**config.mk**
```make
export PLATFORM = sky130hd
export DESIGN_NAME = stack_machine_step_top_flat
export DESIGN_NICKNAME = d
export VERILOG_FILES = /design/src/sv/smstep_pkg.sv /design/src/sv/smstep_if.sv /design/src/sv/smstep_div.sv /design/src/sv/smstep_datapath.sv /design/src/sv/smstep_ctrl.sv /design/src/sv/stack_machine_step_top.sv /design/src/flat_wrapper.sv
export SDC_FILE = /design/constraint.sdc
export NUM_CORES = 1
export LEC_CHECK = 0
export ABC_CLOCK_PERIOD_IN_PS = 8300
export BUFFER_PORTS_ARGS = -buffer_cell sky130_fd_sc_hd__clkbuf_2
export CAP_MARGIN = 10
export CORE_MARGIN = 2
export CORE_UTILIZATION = 25
export CTS_CLUSTER_DIAMETER = 30
export DETAILED_ROUTE_END_ITERATION = 12
export PLACE_DENSITY = 0.39
export SLEW_MARGIN = 20
export SYNTH_ARGS = -nofsm -noshare
export SYNTH_HDL_FRONTEND = slang
export SYNTH_SLANG_ARGS = --single-unit
```
**constraint.sdc**
```tcl
create_clock -name clk -period 8.3 [get_ports clk]
set_clock_uncertainty 0.05 [all_clocks]
set_input_delay 0.415 -clock clk [delete_from_list [all_inputs] [get_ports clk]]
set_output_delay 0.415 -clock clk [all_outputs]
set_load 0.1 [all_outputs]
```
**src/sv/smstep_pkg.sv**
```systemverilog
// Shared types and constants for the stack machine step block.
// No dependencies; every file but smstep_if and smstep_div imports this package.
`timescale 1ns / 1ps
`default_nettype none

package smstep_pkg;

    localparam int STACK_DEPTH_DEF = 16;
    localparam int REG_COUNT_DEF   = 16;

    localparam logic [7:0] PROG_LEN_RESET  = 8'd255;
    localparam logic [7:0] UNDERFLOW_VALUE = 8'hFF;

    localparam logic [2:0] LEN_SHORT = 3'd1;
    localparam logic [2:0] LEN_WORD  = 3'd2;
    localparam logic [2:0] LEN_COND  = 3'd4;

    typedef enum logic [3:0] {
        ACT_PUSH    = 4'd0,
        ACT_POP     = 4'd1,
        ACT_ADD     = 4'd2,
        ACT_MUL     = 4'd3,
        ACT_SUB     = 4'd4,
        ACT_DIV     = 4'd5,
        ACT_PUSHREG = 4'd6,
        ACT_POPREG  = 4'd7,
        ACT_JMP     = 4'd8,
        ACT_JE      = 4'd9,
        ACT_JNE     = 4'd10,
        ACT_JA      = 4'd11,
        ACT_JAE     = 4'd12,
        ACT_JB      = 4'd13,
        ACT_JBE     = 4'd14,
        ACT_END     = 4'd15
    } action_t;

    typedef enum logic [2:0] {
        ERR_OK           = 3'd0,
        ERR_OVERFLOW     = 3'd1,
        ERR_UNDERFLOW    = 3'd2,
        ERR_DIV_ZERO     = 3'd3,
        ERR_BAD_JUMP     = 3'd4,
        ERR_POPREG_EMPTY = 3'd5
    } error_t;

    typedef struct packed {
        logic capture;
        logic fetch;
        logic div_start;
        logic commit;
    } smstep_cmd_t;

    typedef struct packed {
        logic need_div;
        logic div_done;
        logic out_free;
    } smstep_status_t;

endpackage

`default_nettype wire

```
**src/sv/smstep_if.sv**
```systemverilog
// Valid/ready channel interfaces for instruction requests and results.
// No dependencies.
`timescale 1ns / 1ps
`default_nettype none

interface smstep_in_if;
    logic              valid;
    logic              ready;
    logic [3:0]        action;
    logic signed [7:0] immediate;
    logic [3:0]        first_reg;
    logic [3:0]        second_reg;
    logic signed [7:0] target;

    modport source (
        output valid, action, immediate, first_reg, second_reg, target,
        input  ready
    );
    modport sink (
        input  valid, action, immediate, first_reg, second_reg, target,
        output ready
    );
endinterface

interface smstep_out_if;
    logic              valid;
    logic              ready;
    logic [7:0]        next_pc;
    logic signed [7:0] popped_value;
    logic              popped_valid;
    logic [2:0]        error_code;
    logic              halted;

    modport source (
        output valid, next_pc, popped_value, popped_valid, error_code, halted,
        input  ready
    );
    modport sink (
        input  valid, next_pc, popped_value, popped_valid, error_code, halted,
        output ready
    );
endinterface

`default_nettype wire

```
**src/sv/smstep_div.sv**
```systemverilog
// Iterative 8-bit signed divider, one quotient bit per cycle, truncating.
// Standalone; used by smstep_datapath.
`timescale 1ns / 1ps
`default_nettype none

module smstep_div (
    input  wire logic       clk,
    input  wire logic       rst_n,
    input  wire logic       start,
    input  wire logic [7:0] dividend,
    input  wire logic [7:0] divisor,
    output logic            done,
    output logic [7:0]      quotient
);

    localparam logic [2:0] LAST_STEP = 3'd7;

    logic       busy_reg;
    logic       done_reg;
    logic [2:0] step_reg;
    logic [8:0] rem_reg;
    logic [7:0] quo_reg;
    logic [7:0] dvs_reg;
    logic       neg_reg;

    logic [7:0] dvd_mag;
    logic [7:0] dvs_mag;
    logic [8:0] rem_shift;
    logic       fits;
    logic [8:0] rem_new;

    assign dvd_mag   = dividend[7] ? 8'(-dividend) : dividend;
    assign dvs_mag   = divisor[7]  ? 8'(-divisor)  : divisor;
    assign rem_shift = {rem_reg[7:0], quo_reg[7]};
    assign fits      = rem_shift >= {1'b0, dvs_reg};
    assign rem_new   = fits ? rem_shift - {1'b0, dvs_reg} : rem_shift;

    always_ff @(posedge clk or negedge rst_n)
    begin
        if (!rst_n)
        begin
            busy_reg <= 1'b0;
            done_reg <= 1'b0;
            step_reg <= '0;
        end
        else
        begin
            done_reg <= 1'b0;
            if (start)
            begin
                busy_reg <= 1'b1;
                step_reg <= '0;
            end
            else if (busy_reg)
            begin
                step_reg <= step_reg + 3'd1;
                if (step_reg == LAST_STEP)
                begin
                    busy_reg <= 1'b0;
                    done_reg <= 1'b1;
                end
            end
        end
    end

    always_ff @(posedge clk)
    begin
        if (start)
        begin
            rem_reg <= '0;
            quo_reg <= dvd_mag;
            dvs_reg <= dvs_mag;
            neg_reg <= dividend[7] ^ divisor[7];
        end
        else if (busy_reg)
        begin
            rem_reg <= rem_new;
            quo_reg <= {quo_reg[6:0], fits};
        end
    end

    assign done     = done_reg;
    assign quotient = neg_reg ? 8'(-quo_reg) : quo_reg;

endmodule

`default_nettype wire

```
**src/sv/smstep_datapath.sv**
```systemverilog
// Datapath: stack and register memories, pc, halt flag, result register.
// Depends on smstep_pkg and smstep_div.
`timescale 1ns / 1ps
`default_nettype none

module smstep_datapath
    import smstep_pkg::*;
#(
    parameter int STACK_DEPTH = STACK_DEPTH_DEF,
    parameter int REG_COUNT   = REG_COUNT_DEF
) (
    input  wire logic              clk,
    input  wire logic              rst_n,
    input  wire smstep_cmd_t       cmd,
    output smstep_status_t         status,
    input  wire logic [3:0]        action,
    input  wire logic signed [7:0] immediate,
    input  wire logic [3:0]        first_reg,
    input  wire logic [3:0]        second_reg,
    input  wire logic signed [7:0] target,
    input  wire logic              cfg_wr_en,
    input  wire logic [7:0]        cfg_wr_data,
    input  wire logic              out_ready,
    output logic                   out_valid,
    output logic [7:0]             next_pc,
    output logic signed [7:0]      popped_value,
    output logic                   popped_valid,
    output logic [2:0]             error_code,
    output logic                   halted
);

    localparam int SIW = $clog2(STACK_DEPTH);
    localparam int CW  = $clog2(STACK_DEPTH + 1);
    localparam int RIW = $clog2(REG_COUNT);

    logic [7:0] stack_mem [STACK_DEPTH];
    logic [7:0] reg_mem   [REG_COUNT];

    // request fields
    action_t           act_reg;
    logic signed [7:0] imm_reg;
    logic [3:0]        r1_reg;
    logic [3:0]        r2_reg;
    logic signed [7:0] tgt_reg;

    // operand read data
    logic [7:0] top_rd_reg;
    logic [7:0] nxt_rd_reg;
    logic [7:0] r1_rd_reg;
    logic [7:0] r2_rd_reg;
    logic       r1_ok_reg;
    logic       r2_ok_reg;

    // architectural state
    logic [CW-1:0]        count_reg;
    logic [7:0]           pc_reg;
    logic                 halt_reg;
    logic [7:0]           prog_len_reg;
    logic [REG_COUNT-1:0] reg_valid_reg;

    // result register
    logic              out_valid_reg;
    logic [7:0]        next_pc_reg;
    logic signed [7:0] popped_value_reg;
    logic              popped_valid_reg;
    error_t            error_reg;
    logic              halted_reg;

    logic [CW-1:0]  count_m1;
    logic [CW-1:0]  count_m2;
    logic [SIW-1:0] top_addr;
    logic [SIW-1:0] nxt_addr;
    logic [31:0]    r1_wide;
    logic [31:0]    r2_wide;
    logic [RIW-1:0] r1_addr;
    logic [RIW-1:0] r2_addr;
    logic           r1_in;
    logic           r2_in;
    logic           c_ge1;
    logic           c_ge2;
    logic [7:0]     opa;
    logic [7:0]     opb;
    logic [7:0]     r1_val;
    logic [7:0]     r2_val;
    logic [15:0]    prod_full;
    logic [7:0]     div_q;
    logic           div_done;
    logic           bad_target;

    logic           push_en;
    logic [CW-1:0]  push_addr;
    logic [7:0]     push_data;
    logic [CW-1:0]  count_next;
    logic           reg_we;
    logic [7:0]     pc_next;
    logic           halt_next;
    logic [7:0]     popped_next;
    logic           pvalid_next;
    error_t         err_next;
    logic [2:0]     len;
    logic           jumping;
    logic           stay;

    assign count_m1 = count_reg - CW'(1);
    assign count_m2 = count_reg - CW'(2);
    assign top_addr = count_m1[SIW-1:0];
    assign nxt_addr = count_m2[SIW-1:0];
    assign r1_wide  = 32'(r1_reg);
    assign r2_wide  = 32'(r2_reg);
    assign r1_addr  = r1_wide[RIW-1:0];
    assign r2_addr  = r2_wide[RIW-1:0];
    assign r1_in    = r1_wide < 32'(REG_COUNT);
    assign r2_in    = r2_wide < 32'(REG_COUNT);

    // missing stack operands read as -1
    assign c_ge1     = count_reg != '0;
    assign c_ge2     = count_reg >= CW'(2);
    assign opa       = c_ge1 ? top_rd_reg : UNDERFLOW_VALUE;
    assign opb       = c_ge2 ? nxt_rd_reg : UNDERFLOW_VALUE;
    assign r1_val    = r1_ok_reg ? r1_rd_reg : 8'd0;
    assign r2_val    = r2_ok_reg ? r2_rd_reg : 8'd0;
    assign prod_full = {8'd0, opb} * {8'd0, opa};
    assign bad_target = tgt_reg[7] || (tgt_reg[7:0] > prog_len_reg);

    smstep_div u_div (
        .clk      (clk),
        .rst_n    (rst_n),
        .start    (cmd.div_start),
        .dividend (opb),
        .divisor  (opa),
        .done     (div_done),
        .quotient (div_q)
    );

    assign status.need_div = !halt_reg && (act_reg == ACT_DIV) && (opa != 8'd0);
    assign status.div_done = div_done;
    assign status.out_free = !out_valid_reg || out_ready;

    always_comb
    begin
        push_en     = 1'b0;
        push_addr   = count_reg;
        push_data   = imm_reg;
        count_next  = count_reg;
        reg_we      = 1'b0;
        pc_next     = pc_reg;
        halt_next   = halt_reg;
        popped_next = 8'd0;
        pvalid_next = 1'b0;
        err_next    = ERR_OK;
        len         = LEN_SHORT;
        jumping     = 1'b0;
        stay        = 1'b0;
        if (!halt_reg)
        begin
            unique case (act_reg) inside
                ACT_PUSH, ACT_PUSHREG:
                begin
                    len       = LEN_WORD;
                    push_data = (act_reg == ACT_PUSH) ? imm_reg : r1_val;
                    if (count_reg < CW'(STACK_DEPTH))
                    begin
                        push_en    = 1'b1;
                        count_next = count_reg + CW'(1);
                    end
                    else
                    begin
                        err_next = ERR_OVERFLOW;
                    end
                end
                ACT_POP:
                begin
                    pvalid_next = 1'b1;
                    popped_next = opa;
                    if (c_ge1)
                    begin
                        count_next = count_m1;
                    end
                    else
                    begin
                        err_next = ERR_UNDERFLOW;
                    end
                end
                ACT_ADD, ACT_MUL, ACT_SUB, ACT_DIV:
                begin
                    push_addr = c_ge2 ? count_m2 : '0;
                    if (!c_ge2)
                    begin
                        err_next = ERR_UNDERFLOW;
                    end
                    if (act_reg == ACT_DIV && opa == 8'd0)
                    begin
                        err_next   = ERR_DIV_ZERO;
                        count_next = push_addr;
                    end
                    else
                    begin
                        push_en    = 1'b1;
                        count_next = push_addr + CW'(1);
                        case (act_reg)
                            ACT_ADD: push_data = opb + opa;
                            ACT_MUL: push_data = prod_full[7:0];
                            ACT_SUB: push_data = opb - opa;
                            default: push_data = div_q;
                        endcase
                    end
                end
                ACT_POPREG:
                begin
                    len = LEN_WORD;
                    if (c_ge1)
                    begin
                        count_next = count_m1;
                        reg_we     = r1_in;
                    end
                    else
                    begin
                        err_next = ERR_POPREG_EMPTY;
                    end
                end
                ACT_JMP:
                begin
                    len     = LEN_WORD;
                    jumping = 1'b1;
                end
                ACT_END:
                begin
                    halt_next = 1'b1;
                    stay      = 1'b1;
                end
                ACT_JE:  begin len = LEN_COND; jumping = r1_val == r2_val; end
                ACT_JNE: begin len = LEN_COND; jumping = r1_val != r2_val; end
                ACT_JA:  begin len = LEN_COND; jumping = $signed(r1_val) >  $signed(r2_val); end
                ACT_JAE: begin len = LEN_COND; jumping = $signed(r1_val) >= $signed(r2_val); end
                ACT_JB:  begin len = LEN_COND; jumping = $signed(r1_val) <  $signed(r2_val); end
                ACT_JBE: begin len = LEN_COND; jumping = $signed(r1_val) <= $signed(r2_val); end
                default: ;
            endcase
            if (jumping)
            begin
                if (bad_target)
                begin
                    err_next  = ERR_BAD_JUMP;
                    halt_next = 1'b1;
                end
                else
                begin
                    pc_next = tgt_reg;
                end
            end
            else if (!stay)
            begin
                pc_next = pc_reg + {5'd0, len};
            end
        end
    end

    always_ff @(posedge clk or negedge rst_n)
    begin
        if (!rst_n)
        begin
            count_reg     <= '0;
            pc_reg        <= '0;
            halt_reg      <= 1'b0;
            prog_len_reg  <= PROG_LEN_RESET;
            reg_valid_reg <= '0;
            out_valid_reg <= 1'b0;
        end
        else
        begin
            if (cfg_wr_en)
            begin
                prog_len_reg <= cfg_wr_data;
            end
            if (cmd.commit)
            begin
                count_reg <= count_next;
                pc_reg    <= pc_next;
                halt_reg  <= halt_next;
                if (reg_we)
                begin
                    reg_valid_reg[r1_addr] <= 1'b1;
                end
                out_valid_reg <= 1'b1;
            end
            else if (out_ready)
            begin
                out_valid_reg <= 1'b0;
            end
        end
    end

    always_ff @(posedge clk)
    begin
        if (cmd.capture)
        begin
            act_reg <= action_t'(action);
            imm_reg <= immediate;
            r1_reg  <= first_reg;
            r2_reg  <= second_reg;
            tgt_reg <= target;
        end
        if (cmd.fetch)
        begin
            top_rd_reg <= stack_mem[top_addr];
            nxt_rd_reg <= stack_mem[nxt_addr];
            r1_rd_reg  <= reg_mem[r1_addr];
            r2_rd_reg  <= reg_mem[r2_addr];
            r1_ok_reg  <= r1_in && reg_valid_reg[r1_addr];
            r2_ok_reg  <= r2_in && reg_valid_reg[r2_addr];
        end
        if (cmd.commit)
        begin
            if (push_en)
            begin
                stack_mem[push_addr[SIW-1:0]] <= push_data;
            end
            if (reg_we)
            begin
                reg_mem[r1_addr] <= opa;
            end
            next_pc_reg      <= pc_next;
            popped_value_reg <= popped_next;
            popped_valid_reg <= pvalid_next;
            error_reg        <= err_next;
            halted_reg       <= halt_next;
        end
    end

    assign out_valid    = out_valid_reg;
    assign next_pc      = next_pc_reg;
    assign popped_value = popped_value_reg;
    assign popped_valid = popped_valid_reg;
    assign error_code   = error_reg;
    assign halted       = halted_reg;

endmodule

`default_nettype wire

```
**src/sv/smstep_ctrl.sv**
```systemverilog
// Controller: sequences capture, operand fetch, divide and commit.
// Depends on smstep_pkg.
`timescale 1ns / 1ps
`default_nettype none

module smstep_ctrl
    import smstep_pkg::*;
(
    input  wire logic           clk,
    input  wire logic           rst_n,
    input  wire logic           in_valid,
    output logic                in_ready,
    input  wire smstep_status_t status,
    output smstep_cmd_t         cmd
);

    typedef enum logic [2:0] {
        ST_IDLE,
        ST_FETCH,
        ST_OPER,
        ST_DIVIDE,
        ST_DONE
    } state_t;

    state_t state_reg;

    always_ff @(posedge clk or negedge rst_n)
    begin
        if (!rst_n)
        begin
            state_reg <= ST_IDLE;
        end
        else
        begin
            unique case (state_reg)
                ST_IDLE:
                begin
                    if (in_valid)
                    begin
                        state_reg <= ST_FETCH;
                    end
                end
                ST_FETCH:
                begin
                    state_reg <= ST_OPER;
                end
                ST_OPER:
                begin
                    state_reg <= status.need_div ? ST_DIVIDE : ST_DONE;
                end
                ST_DIVIDE:
                begin
                    if (status.div_done)
                    begin
                        state_reg <= ST_DONE;
                    end
                end
                ST_DONE:
                begin
                    if (status.out_free)
                    begin
                        state_reg <= ST_IDLE;
                    end
                end
                default:
                begin
                    state_reg <= ST_IDLE;
                end
            endcase
        end
    end

    assign in_ready      = state_reg == ST_IDLE;
    assign cmd.capture   = (state_reg == ST_IDLE) && in_valid;
    assign cmd.fetch     = state_reg == ST_FETCH;
    assign cmd.div_start = (state_reg == ST_OPER) && status.need_div;
    assign cmd.commit    = (state_reg == ST_DONE) && status.out_free;

endmodule

`default_nettype wire

```
**src/sv/stack_machine_step_top.sv**
```systemverilog
// Top level of the stack machine step block: controller plus datapath.
// Depends on smstep_pkg, smstep_if, smstep_ctrl, smstep_datapath.
//
//  channel  | kind            | handshake      | content
//  ---------+-----------------+----------------+-------------------------------
//  instr    | request in      | valid/ready    | action, immediate, regs, target
//  result   | result out      | valid/ready    | next_pc, popped value, error
//  cfg      | register write  | cfg_wr_en      | program_length
//
// A request passes the fetch, operand and done states before the next is accepted;
// a divide also waits in the divide state for the bit-serial divider (8 steps).
// Operands are read from the stack and register memories into registers in the fetch state.
// A finished result sits in the output register while the next request is taken;
// only a commit into a still-occupied output register stalls.
// Reset is asynchronous; all state is ready after reset, with no clearing pass.
`timescale 1ns / 1ps
`default_nettype none

module stack_machine_step_top
    import smstep_pkg::*;
#(
    parameter int STACK_DEPTH = STACK_DEPTH_DEF,
    parameter int REG_COUNT   = REG_COUNT_DEF
) (
    input  wire logic       clk,
    input  wire logic       rst_n,
    smstep_in_if.sink       instr,
    smstep_out_if.source    result,
    input  wire logic       cfg_wr_en,
    input  wire logic [7:0] cfg_wr_data
);

    smstep_cmd_t    cmd;
    smstep_status_t status;

    smstep_ctrl u_ctrl (
        .clk      (clk),
        .rst_n    (rst_n),
        .in_valid (instr.valid),
        .in_ready (instr.ready),
        .status   (status),
        .cmd      (cmd)
    );

    smstep_datapath #(
        .STACK_DEPTH (STACK_DEPTH),
        .REG_COUNT   (REG_COUNT)
    ) u_datapath (
        .clk          (clk),
        .rst_n        (rst_n),
        .cmd          (cmd),
        .status       (status),
        .action       (instr.action),
        .immediate    (instr.immediate),
        .first_reg    (instr.first_reg),
        .second_reg   (instr.second_reg),
        .target       (instr.target),
        .cfg_wr_en    (cfg_wr_en),
        .cfg_wr_data  (cfg_wr_data),
        .out_ready    (result.ready),
        .out_valid    (result.valid),
        .next_pc      (result.next_pc),
        .popped_value (result.popped_value),
        .popped_valid (result.popped_valid),
        .error_code   (result.error_code),
        .halted       (result.halted)
    );

    a_one_request_in_flight: assert property (@(posedge clk) disable iff (!rst_n)
        instr.valid && instr.ready |=> !instr.ready)
        else $error("request accepted while previous one still in flight");

    a_commit_shows_result: assert property (@(posedge clk) disable iff (!rst_n)
        cmd.commit |=> result.valid)
        else $error("commit did not load the result register");

    a_divide_takes_cycles: assert property (@(posedge clk) disable iff (!rst_n)
        cmd.div_start |=> !cmd.commit && !instr.ready)
        else $error("commit or accept right after divider start");

endmodule

`default_nettype wire

```
**src/flat_wrapper.sv**
```systemverilog
// flat-port wrapper written by rule: the top's interface ports become plain ports
module stack_machine_step_top_flat import smstep_pkg::*;
#(
    parameter int STACK_DEPTH = STACK_DEPTH_DEF,
    parameter int REG_COUNT   = REG_COUNT_DEF
)
  (clk, rst_n, cfg_wr_en, cfg_wr_data, instr_valid, instr_action, instr_immediate, instr_first_reg, instr_second_reg, instr_target, instr_ready, result_valid, result_next_pc, result_popped_value, result_popped_valid, result_error_code, result_halted, result_ready);
  smstep_in_if instr_i ();
  smstep_out_if result_i ();
  input  wire logic clk;
  input  wire logic rst_n;
  input  wire logic cfg_wr_en;
  input  wire logic [7:0] cfg_wr_data;
  input wire logic [$bits(instr_i.valid)-1:0] instr_valid;
  input wire logic [$bits(instr_i.action)-1:0] instr_action;
  input wire logic [$bits(instr_i.immediate)-1:0] instr_immediate;
  input wire logic [$bits(instr_i.first_reg)-1:0] instr_first_reg;
  input wire logic [$bits(instr_i.second_reg)-1:0] instr_second_reg;
  input wire logic [$bits(instr_i.target)-1:0] instr_target;
  output wire logic [$bits(instr_i.ready)-1:0] instr_ready;
  output wire logic [$bits(result_i.valid)-1:0] result_valid;
  output wire logic [$bits(result_i.next_pc)-1:0] result_next_pc;
  output wire logic [$bits(result_i.popped_value)-1:0] result_popped_value;
  output wire logic [$bits(result_i.popped_valid)-1:0] result_popped_valid;
  output wire logic [$bits(result_i.error_code)-1:0] result_error_code;
  output wire logic [$bits(result_i.halted)-1:0] result_halted;
  input wire logic [$bits(result_i.ready)-1:0] result_ready;
  assign instr_i.valid = instr_valid;
  assign instr_i.action = instr_action;
  assign instr_i.immediate = instr_immediate;
  assign instr_i.first_reg = instr_first_reg;
  assign instr_i.second_reg = instr_second_reg;
  assign instr_i.target = instr_target;
  assign instr_ready = instr_i.ready;
  assign result_valid = result_i.valid;
  assign result_next_pc = result_i.next_pc;
  assign result_popped_value = result_i.popped_value;
  assign result_popped_valid = result_i.popped_valid;
  assign result_error_code = result_i.error_code;
  assign result_halted = result_i.halted;
  assign result_i.ready = result_ready;
  stack_machine_step_top #(.STACK_DEPTH(STACK_DEPTH), .REG_COUNT(REG_COUNT)) u_core (.clk(clk), .rst_n(rst_n), .instr(instr_i), .result(result_i), .cfg_wr_en(cfg_wr_en), .cfg_wr_data(cfg_wr_data));
endmodule
```
# After elaboration in Yosys (flattened, before gate mapping)
# Memory sizes are Yosys's and may differ from the RTL's. A register that Yosys moved wholly into a read port is not among the register bits.
# Index checks and enable logic that the tools add are counted.
[word_totals]
regBits = 123
latchBits = 0
ram_bits = 256
romBits = 0
inputBits = 41
output_inout_bits = 23
word_cells = 194
n_memories = 2
[classes]
n_addsub = 12
n_mul = 1
n_div = 0
order_cmp = 13
eq_ne = 27
shifts = 0
n_mux = 78
n_bitwise = 4
reduce_logical = 30
[mem_list]
columns = ["memory", "words", "word_bits", "rd", "rd_ports_with_merged_regs", "write_ports", "line_no", "rtl"]
rows = [
  ["u_core.u_datapath.reg_mem", 16, 8, 2, 2, 1, "smstep_datapath.sv:37", "logic [7:0] reg_mem [REG_COUNT];"],
  ["u_core.u_datapath.stack_mem", 16, 8, 2, 2, 1, "smstep_datapath.sv:36", "logic [7:0] stack_mem [STACK_DEPTH];"],
]
[op_table]
columns = ["operator", "count"]
rows = [
  ["8-bit 2-to-1 mux", 16],
  ["3-bit 2-to-1 mux", 11],
  ["4-bit equality test (second input constant)", 8],
  ["1-bit 2-to-1 mux", 31],
  ["8-bit negator", 3],
  ["8-bit case mux with 3 select lines", 1],
  ["4-bit by 5-bit < comparator with 1-bit output (second input constant)", 4],
  ["5-bit 2-to-1 mux", 4],
  ["4-bit by 3-bit equality test with 1-bit output (second input constant)", 4],
  ["8-bit greater-than comparator", 2],
  ["16-bit bitwise OR", 1],
  ["8-bit case mux with 2 select lines", 1],
  ["8-bit subtractor", 2],
  ["3-bit case mux with 5 select lines", 1],
  ["5-bit case mux with 3 select lines", 1],
  ["3-bit case mux with 4 select lines", 1],
  ["5-bit by 1-bit adder with 5-bit output (second input constant)", 2],
  ["9-bit by 8-bit >= comparator with 1-bit output", 1],
  ["1-bit logical AND", 9],
  ["8-bit by 3-bit adder with 8-bit output", 1],
  ["8-bit adder", 1],
  ["1-bit binary-select mux with 4-bit select", 2],
  ["4-bit by 2-bit equality test with 1-bit output (second input constant)", 2],
  ["8-bit equality test", 1],
  ["other kinds (41)", 55],
]

# Longest topological paths before layout
# Gate-level depths: netlist of the first run.
[depth]
depth_word = 10
ltp_mapped = 24
ltp_nobuf = 21

# Cells and area by module
# Synthesis of the first run repeated with hierarchy kept, for this count alone.
[unflattened]
hier_cells = 1495
hier_area_um2 = 21652.0
[modules_own_cells]
columns = ["mod", "instances", "cells_per_inst", "area_each_um2", "seq_area_each_um2"]
rows = [
  ["smstep_datapath", 1, 1246, 19366.1, 11165.7],
  ["smstep_div", 1, 223, 2035.7, 795.8],
  ["smstep_ctrl", 1, 26, 250.2, 75.1],
]

# Worst setup path after synthesis of the first run
# OpenSTA, ideal clock, no wires.
[synth_timing]
path_kind = "register -> register"
from = "register u_core.u_datapath.count_reg[0]"
to = "memory u_core.u_datapath.stack_mem[0][6], data pin"
setup_ns = 0.341
arrival_time_ns = 5.378
required_ns = 7.909
slack_ns = 2.531
stages_incl_launch_ff = 22
path_buffers = 3
synth_period_minus_slack_ns = 5.769
cell_sequence = "dfrtp_1 -> buf_2 -> inv_1 -> ha_1 -> nor4b_4 -> buf_6 -> buf_6 -> nor2_1 -> inv_1 -> nand2_1 -> fa_1 -> fa_1 -> inv_1 -> fa_1 -> inv_1 -> fa_1 -> inv_1 -> ha_1 -> xor2_1 -> o22ai_1 -> a21oi_1 -> o31ai_1"
[synth_via]
elab_chain_len = 7
word_cells_on_any_way = 13
cone_classes = "2 x add/sub; 1 x mul; 1 x order compare; 6 x mux; 3 x reduce/logical"
[synth_rtl]
columns = ["element", "line_no", "rtl"]
rows = [
  ["start, declared", "smstep_datapath.sv:55", "logic [CW-1:0] count_reg;"],
  ["start signal, assigned", "smstep_datapath.sv:277", "count_reg <= count_next;"],
  ["5-bit nonzero test *", "smstep_datapath.sv:116", "assign c_ge1 = count_reg != '0;"],
  ["8-bit 2-to-1 mux *", "smstep_datapath.sv:118", "assign opa = c_ge1 ? top_rd_reg : UNDERFLOW_VALUE;"],
  ["named net u_core.u_datapath.opa[2]", "smstep_datapath.sv:81", "logic [7:0] opa;"],
  ["8-bit by 8-bit multiplier with 8-bit output (tied with other cells)", "smstep_datapath.sv:122", "assign prod_full = {8'd0, opb} * {8'd0, opa};"],
  ["8-bit case mux with 3 select lines / 1-bit logical AND (equally long branches)", "smstep_datapath.sv:200, smstep_datapath.sv:191", ""],
  ["8-bit 2-to-1 mux *", "smstep_datapath.sv:191", "if (act_reg == ACT_DIV && opa == 8'd0)"],
  ["8-bit case mux with 2 select lines *", "smstep_datapath.sv:156", "unique case (act_reg) inside"],
  ["8-bit 2-to-1 mux *", "smstep_datapath.sv:154", "if (!halt_reg)"],
  ["named net u_core.u_datapath.push_data[6]", "smstep_datapath.sv:92", "logic [7:0] push_data;"],
  ["end, declared", "smstep_datapath.sv:36", ""],
]
# The timed path passes the listed nets; every way through them passes the cells marked *.

# Worst setup path in the final report of the first run
[layout_timing]
from = "register u_core.u_datapath.count_reg[0]"
to = "memory u_core.u_datapath.stack_mem[3][7], data pin"
# The elaborated chain is that of the path after synthesis.

==> reports/results.ini, run 1 <==
[synthesis]
synth_cell_types = 83
synth_area_per_cell_um2 = 14.30
synth_seq_area_share_pct = 55.81
ys_seq_elements = 411
synth_xor_area_share_pct = 2.378
yosys_warnings = 0
synth_top_family_by_area = multiplexers
synth-edff-count = 356
synthMuxAreaShare_pct = 17.88
syn_area_um2 = 21570
synthArstFlopShare_pct = 11.44
synthFlopType = edfxtp_1
synth-simple-area-share_pct = 8.574
synth_nets = 1627
syn-instance-count = 1508
synth_fa_ha_area_share_pct = 5.047
synth_compound_area_share_pct = 7.425

[worst_setup_path]
endpoint_kind = register
cp.depth = 21
start_kind = register
worst_r2r_endpoint = u_core.u_datapath.stack_mem[3][7]
path_max_fanout = 29
worstSetupStartpoint = u_core.u_datapath.count_reg[0]
crit_type = register to register
cpPeakStageDelay_ns = 0.63
r2r_cells = 21
cp_num_buf_inv = 6
crit_end = u_core.u_datapath.stack_mem[3][7]
path_delay_family = adder cells
slowest_stage = dfrtp_4
cp_common_cell = inv_1
crit_required_ns = 8.54
r2r_start = u_core.u_datapath.count_reg[0]
crit_arrival_ns = 7.01
reg2reg_setup_slack_ns = 1.53
path_cells = inv_1, ha_1, nor4b_4, buf_4, nor2_1, inv_1, nand2_1, fa_1, fa_1, inv_1, fa_1, inv_1, fa_1, inv_1, ha_1, a21oi_1, xnor2_1, xnor3_1, xnor2_1, a32oi_1, nand2_1

[clock_tree]
cts_resized = 0
cts_tree = yes
htree_num_levels = 3
post-cts-setup-buffers = 0
cts.path.max_buffers = 3
worstSkewPairLatency_ns = 0.68
cts_buffers = 104
hold_buffers = 40
clock-root-buffer = clkbuf_16
clk_pin_slew_ns = 0.04
clkSinkCount = 411

[drt]
firstDrtPassIters = 5
drc = 0
drt_iter0_markers = 931
wire_per_inst_um = 22.72
viasPerCell = 4.753
ant_nets = 0
dr_total_vias = 13975
wirelength_um = 66810

[sta]
maxSlewHeadroom_pct = 33.33
fmax_mhz = 147.7
rsz0062_at_grt = false
worst_slew_pin_slew_ns = 1.000
finalCritPeriodShare_pct = 81.56
setup_tns_ns = 0
fin_crit_ns = 6.770
maxSlewViolCount = 0
setup_viol = 0
hold_violations = 0
hold_slack_ns = 0.04211

[placed_design]
io_buffers = 63
dpl.hpwl_um = 45120
dpl-instance-area_um2 = 23470
gp_congestion = 0.8700

[status]
run_status = completed

[min_path]
hold_path_class = input pin to register

[global_route]
grt_pass1_wl_um = 99340
first_global_vias = 14598
overflow = 0
antenna_found_initial = 2
grt_util_all_layers_pct = 15.17
grt_max_degree = 55

[die]
die_y_um = 297.7
core_um2 = 85280
start_util_pct = 25.29
row_count = 107
die_w_um = 297.7
die-area_um2 = 88640
ios = 64

[power_and_ir_drop]
p_leak_nw = 10.14
ir_drop_uv = 179.0
power.density_nw_per_um2 = 322.3

[finish]
syn_to_final_growth_pct = 28.27
drive_gt1_share_pct = 28.99
nets = 1822
n_fill_cell = 8367
finalInstanceArea_um2 = 27670

[job]
max-cap-violations = 0

## Yosys cell counts, types with 21 or more instances
master	count	area share (%)
dfrtp_1	39	4.5
inv_1	78	1.4
clkbuf_1	40	0.70
ha_1	63	3.7
edfxtp_1	356	50
xnor2_1	38	1.5
a21oi_1	64	1.5
mux4_2	155	16
nand2b_1	22	0.64
nor2_1	122	2.1
nand2_1	97	1.7
nor3_1	24	0.56
o22ai_1	21	0.61
mux2i_1	22	1.0
o21ai_0	56	1.3
## cell type report
cell class	instances	area [µm²]	area share, %
Timing Repair Buffer	160	1144	4.134
Inverter	81	306.5	1.108
Sequential cell	411	12040	43.52
Clock inverter	85	1150	4.156
Clock buffer	112	2633	9.516
Antenna cell	2	5.005	0.01809
Tap cell	1144	1431	5.174
Multi-Input combinational cell	945	8956	32.37
## worst min-delay path by stage
stage / from / end / cells after the start
finish: cfg_wr_en / u_core.u_datapath.prog_len_reg[7] / 2
floorplan: rst_n / u_core.u_ctrl.state_reg[0] / 0
CTS: cfg_wr_en / u_core.u_datapath.prog_len_reg[3] / 2
global route: cfg_wr_en / u_core.u_datapath.prog_len_reg[3] / 2
detailed placement: u_core.u_datapath.reg_valid_reg[1] / u_core.u_datapath.reg_valid_reg[1] / 1
global placement: u_core.u_datapath.reg_valid_reg[2] / u_core.u_datapath.reg_valid_reg[2] / 1
## power by group
group	internal, mW	total (mW)	switching (mW)
clock network	2.95	4.28	1.33
registers	2.51	2.66	0.151
logic	0.743	1.98	1.24
total	6.20	8.92	2.71
## cell usage in the layout, fill, tap and decap left out, types with 8 or more instances in the layout
master         count
nor2b_1           12
nand3_1           13
and2_1            12
clkbuf_16        104
clkbuf_1           8
a21o_1            12
edfxtp_1         356
dlygate4sd3_1     40
xnor2_1           36
clkinv_1          16
o22ai_1           21
mux4_2           155
mux2i_1           22
clkinvlp_4        12
o21ai_0           56
or3_1              8
ha_1              63
fa_1              15
inv_1             78
nor3_1            23
dfrtp_1           38
a22oi_1           10
clkinv_2          24
nand2_1           97
clkbuf_2          63
o31ai_1           13
nor2_1           118
xor2_1            18
buf_4             57
bufinv_16         21
o311ai_0           8
mux2_2            13
dfstp_2            8
a31oi_1            9
nand2b_1          22
or2_2             20
dfxtp_1            8
a21oi_1           64
## logic make-up (layout without fill, tap and decap cells)
group / after synthesis / count (layout)
other cells: 0 / 2
compound gates: 247 / 247
xor+xnor: 57 / 57
fa+ha+maj: 78 / 78
mux: 190 / 190
flops: 411 / 411
buf+inv: 152 / 438
simple gates: 373 / 373
## through the flow
step	std cells	utilization [%]	worst slack, ns	total power [mW]
floorplan	1508	-	2.531	4.058
global placement	2701	27.51	1.678	4.671
detailed placement	2701	27.52	1.507	4.666
CTS	2938	32.42	1.542	9.021
global route	2938	32.43	1.090	9.315
finish	2940	32.44	1.530	8.917
## routing by layer
metal	wire length [µm]	vias up	global-route usage [%]
met4	2458	0	6.325
li1	-	6316	-
met2	31010	389	23.69
met5	0	-	0
met1	30430	7150	20.66
met3	2907	120	2.822
No activity file was read; power rests on OpenSTA's default activity.
==> inputs of run 2 (changes only) <==
--- a/config.mk
+++ b/config.mk
@@ -5,7 +5,8 @@
 export SDC_FILE = /design/constraint.sdc
 export NUM_CORES = 1
 export LEC_CHECK = 0
-export ABC_CLOCK_PERIOD_IN_PS = 8300
+export ABC_AREA = 1
+export ABC_CLOCK_PERIOD_IN_PS = 6700
 export BUFFER_PORTS_ARGS = -buffer_cell sky130_fd_sc_hd__clkbuf_2
 export CAP_MARGIN = 10
 export CORE_MARGIN = 2
==> constraint.sdc (replaced) <==
create_clock -name clk -period 6.7 [get_ports clk]
set_clock_uncertainty 0.05 [all_clocks]
set_input_delay 0.335 -clock clk [delete_from_list [all_inputs] [get_ports clk]]
set_output_delay 0.335 -clock clk [all_outputs]
set_load 0.1 [all_outputs]
==> run 2 against run 1 <==
- non-clock buffer count increased by 6
- critical path depth is 4 higher
- first-iteration DRC count is 64% higher
- clock-buffer cell count increased by 18
- largest cell class unchanged
- highest routed layer is now met5
==> reports/results.ini, run 2 <==
[global_route]
first_global_vias = 18089
grt_max_degree = 83
overflow = 0
grt_util_all_layers_pct = 16.94
antenna_found_initial = 3
grt_pass1_wl_um = 114100

[worst_setup_path]
r2r_start = u_core.u_datapath.count_reg[2]
cpPeakStageDelay_ns = 0.55
worstSetupStartpoint = u_core.u_datapath.count_reg[2]
path_max_fanout = 16
slowest_stage = fa_1
crit_type = register to register
start_kind = register
cp_common_cell = nand2_1
crit_required_ns = 7.12
endpoint_kind = register
crit_arrival_ns = 6.36

[clock_tree]
clkSinkCount = 411
htree_num_levels = 3
clock-root-buffer = clkbuf_16
cts_buffers = 111
clk_pin_slew_ns = 0.04
worstSkewPairLatency_ns = 0.67
cts.path.max_buffers = 3
post-cts-setup-buffers = 0
cts_tree = yes
cts_resized = 0

[finish]
final_common_cell = edfxtp_1
syn_to_final_growth_pct = 28.70
drive_gt1_share_pct = 14.97
nets = 2598
layout.cells.most_common_list = 356 x edfxtp_1, 319 x o21ai_0, 315 x nand2_1, 254 x inv_1, 214 x nor2_1
num_antenna_cells = 0
finalInstanceArea_um2 = 28220

[min_path]
hold_path.startpoint = cfg_wr_en
hold_path_class = input pin to register

[sta]
hold_slack_ns = 0.04010
hold_violations = 0
fmax_mhz = 168.6
setup_tns_ns = 0
setup_viol = 0
maxSlewViolCount = 0
finalCritPeriodShare_pct = 88.55
worst_slew_pin_slew_ns = 1.093
rsz0062_at_grt = false
maxSlewHeadroom_pct = 26.89
fin_crit_ns = 5.933

[synthesis]
synthFlopType = edfxtp_1
syn-instance-count = 2307
ys_seq_elements = 411
yosys_warnings = 0
synth_top_cell_by_area = edfxtp_1
synth_seq_area_share_pct = 54.88
synthTopCellsByArea = edfxtp_1 49%, o21ai_0 7.3%, nand2_1 5.4%
synth_nets = 2426
synth_cell_types = 61
synthArstFlopShare_pct = 11.44
synth_common_cells = 356 x edfxtp_1, 320 x o21ai_0, 315 x nand2_1
synth_most_common_cell = edfxtp_1
synth_area_per_cell_um2 = 9.506
synth-edff-count = 356
syn_area_um2 = 21930
synth_top_area_share_pct = 48.74

[job]
max-cap-violations = 0

[drt]
drc = 0
dr_total_vias = 18171
firstDrtPassIters = 7
ant_nets = 0
wire_per_inst_um = 20.59
wirelength_um = 76870
drt_iter0_markers = 1525
viasPerCell = 4.868

[die]
row_count = 108
die-area_um2 = 90110
die_w_um = 300.2
start_util_pct = 25.24
ios = 64
core_um2 = 86890
die_y_um = 300.2

[power_and_ir_drop]
ir_drop_uv = 348.8
power.density_nw_per_um2 = 561.4
power_mw = 15.85
p_leak_nw = 11.28

[status]
run_status = completed

[placed_design]
dpl.hpwl_um = 49800
io_buffers = 63
gp_congestion = 0.8499
dpl-instance-area_um2 = 23720

==> run 2: kinds of logic after synthesis <==
logic type	Yosys count	synth area share (%)
and+or+nand+nor	716	14.16
buffers and inverters	383	6.675
adders and majority gates	78	4.964
muxes	1	0.05134
xor gates and xnor gates	36	1.438
DFF	411	54.88
AOI/OAI and AO/OA	682	17.83
==> run 2: report_power, final <==
| part | total, mW | switching (mW) | internal, mW |
|---|---|---|---|
| Clock | 5.65 | 1.63 | 4.02 |
| Sequential | 3.73 | 0.234 | 3.49 |
| Combinational | 6.47 | 4.57 | 1.90 |
| Total | 15.8 | 6.44 | 9.41 |
==> run 2: path summary, 6_finish.rpt <==
path / endpoint / slack (ns) / cells after the start
worst max-delay path: u_core.u_datapath.stack_mem[8][7] / 0.77 / 25
worst max register to register: u_core.u_datapath.stack_mem[8][7] / 0.77 / 25
worst min register to register: u_core.u_datapath.u_div.rem_reg[7] / 0.41 / 2
min in group asynchronous: u_core.u_datapath.reg_valid_reg[10] / 0.34 / 3
worst min-delay path: u_core.u_datapath.prog_len_reg[7] / 0.04 / 2
max in group asynchronous: u_core.u_datapath.count_reg[0] / 5.72 / 3
==> run 2: final cells by class <==
class / count / area [µm²]
clock buffer: 130 / 2900
clock inverter: 82 / 1121
fill: 8812 / 58660
inverter: 276 / 1040
multi-input combinational: 1513 / 8468
sequential: 411 / 12040
tap: 1155 / 1445
timing repair buffer: 166 / 1209
==> run 2: per-stage QoR <==
stage | utilization, % | cells | setup slack, ns
2_1_floorplan | - | 2307 | 0.6300
3_3_place_gp | 27.30 | 3473 | 0.7900
3_5_place_dp | 27.30 | 3473 | 0.7808
4_1_cts | 32.48 | 3733 | 0.7482
5_1_grt | 32.48 | 3733 | 0.2608
6_report | 32.48 | 3733 | 0.7675
==> run 2: per-layer routing <==
layer	vias to the layer above	GRT usage, %	routed length [µm]
met5	-	0	13
met4	2	6.298	2301
met3	161	3.664	5028
met2	656	26.73	34800
met1	8829	22.76	34730
li1	8523	-	-
==> run 2: critical path, delay by kind of cell, from the launching register on <==
| family | cells | cell delay (ns) |
|---|---|---|
| xor+xnor | 2 | 0.38 |
| flops | 1 | 0.49 |
| simple gates | 9 | 1.36 |
| fa+ha+maj | 6 | 2.55 |
| compound gates | 2 | 0.34 |
| buf+inv | 6 | 0.58 |
==> run 2: timing repair <==
item	CTS	global route
hold buffers	48	0
hold endpoints to repair	76	0
endpoints found under the setup margin	0	0
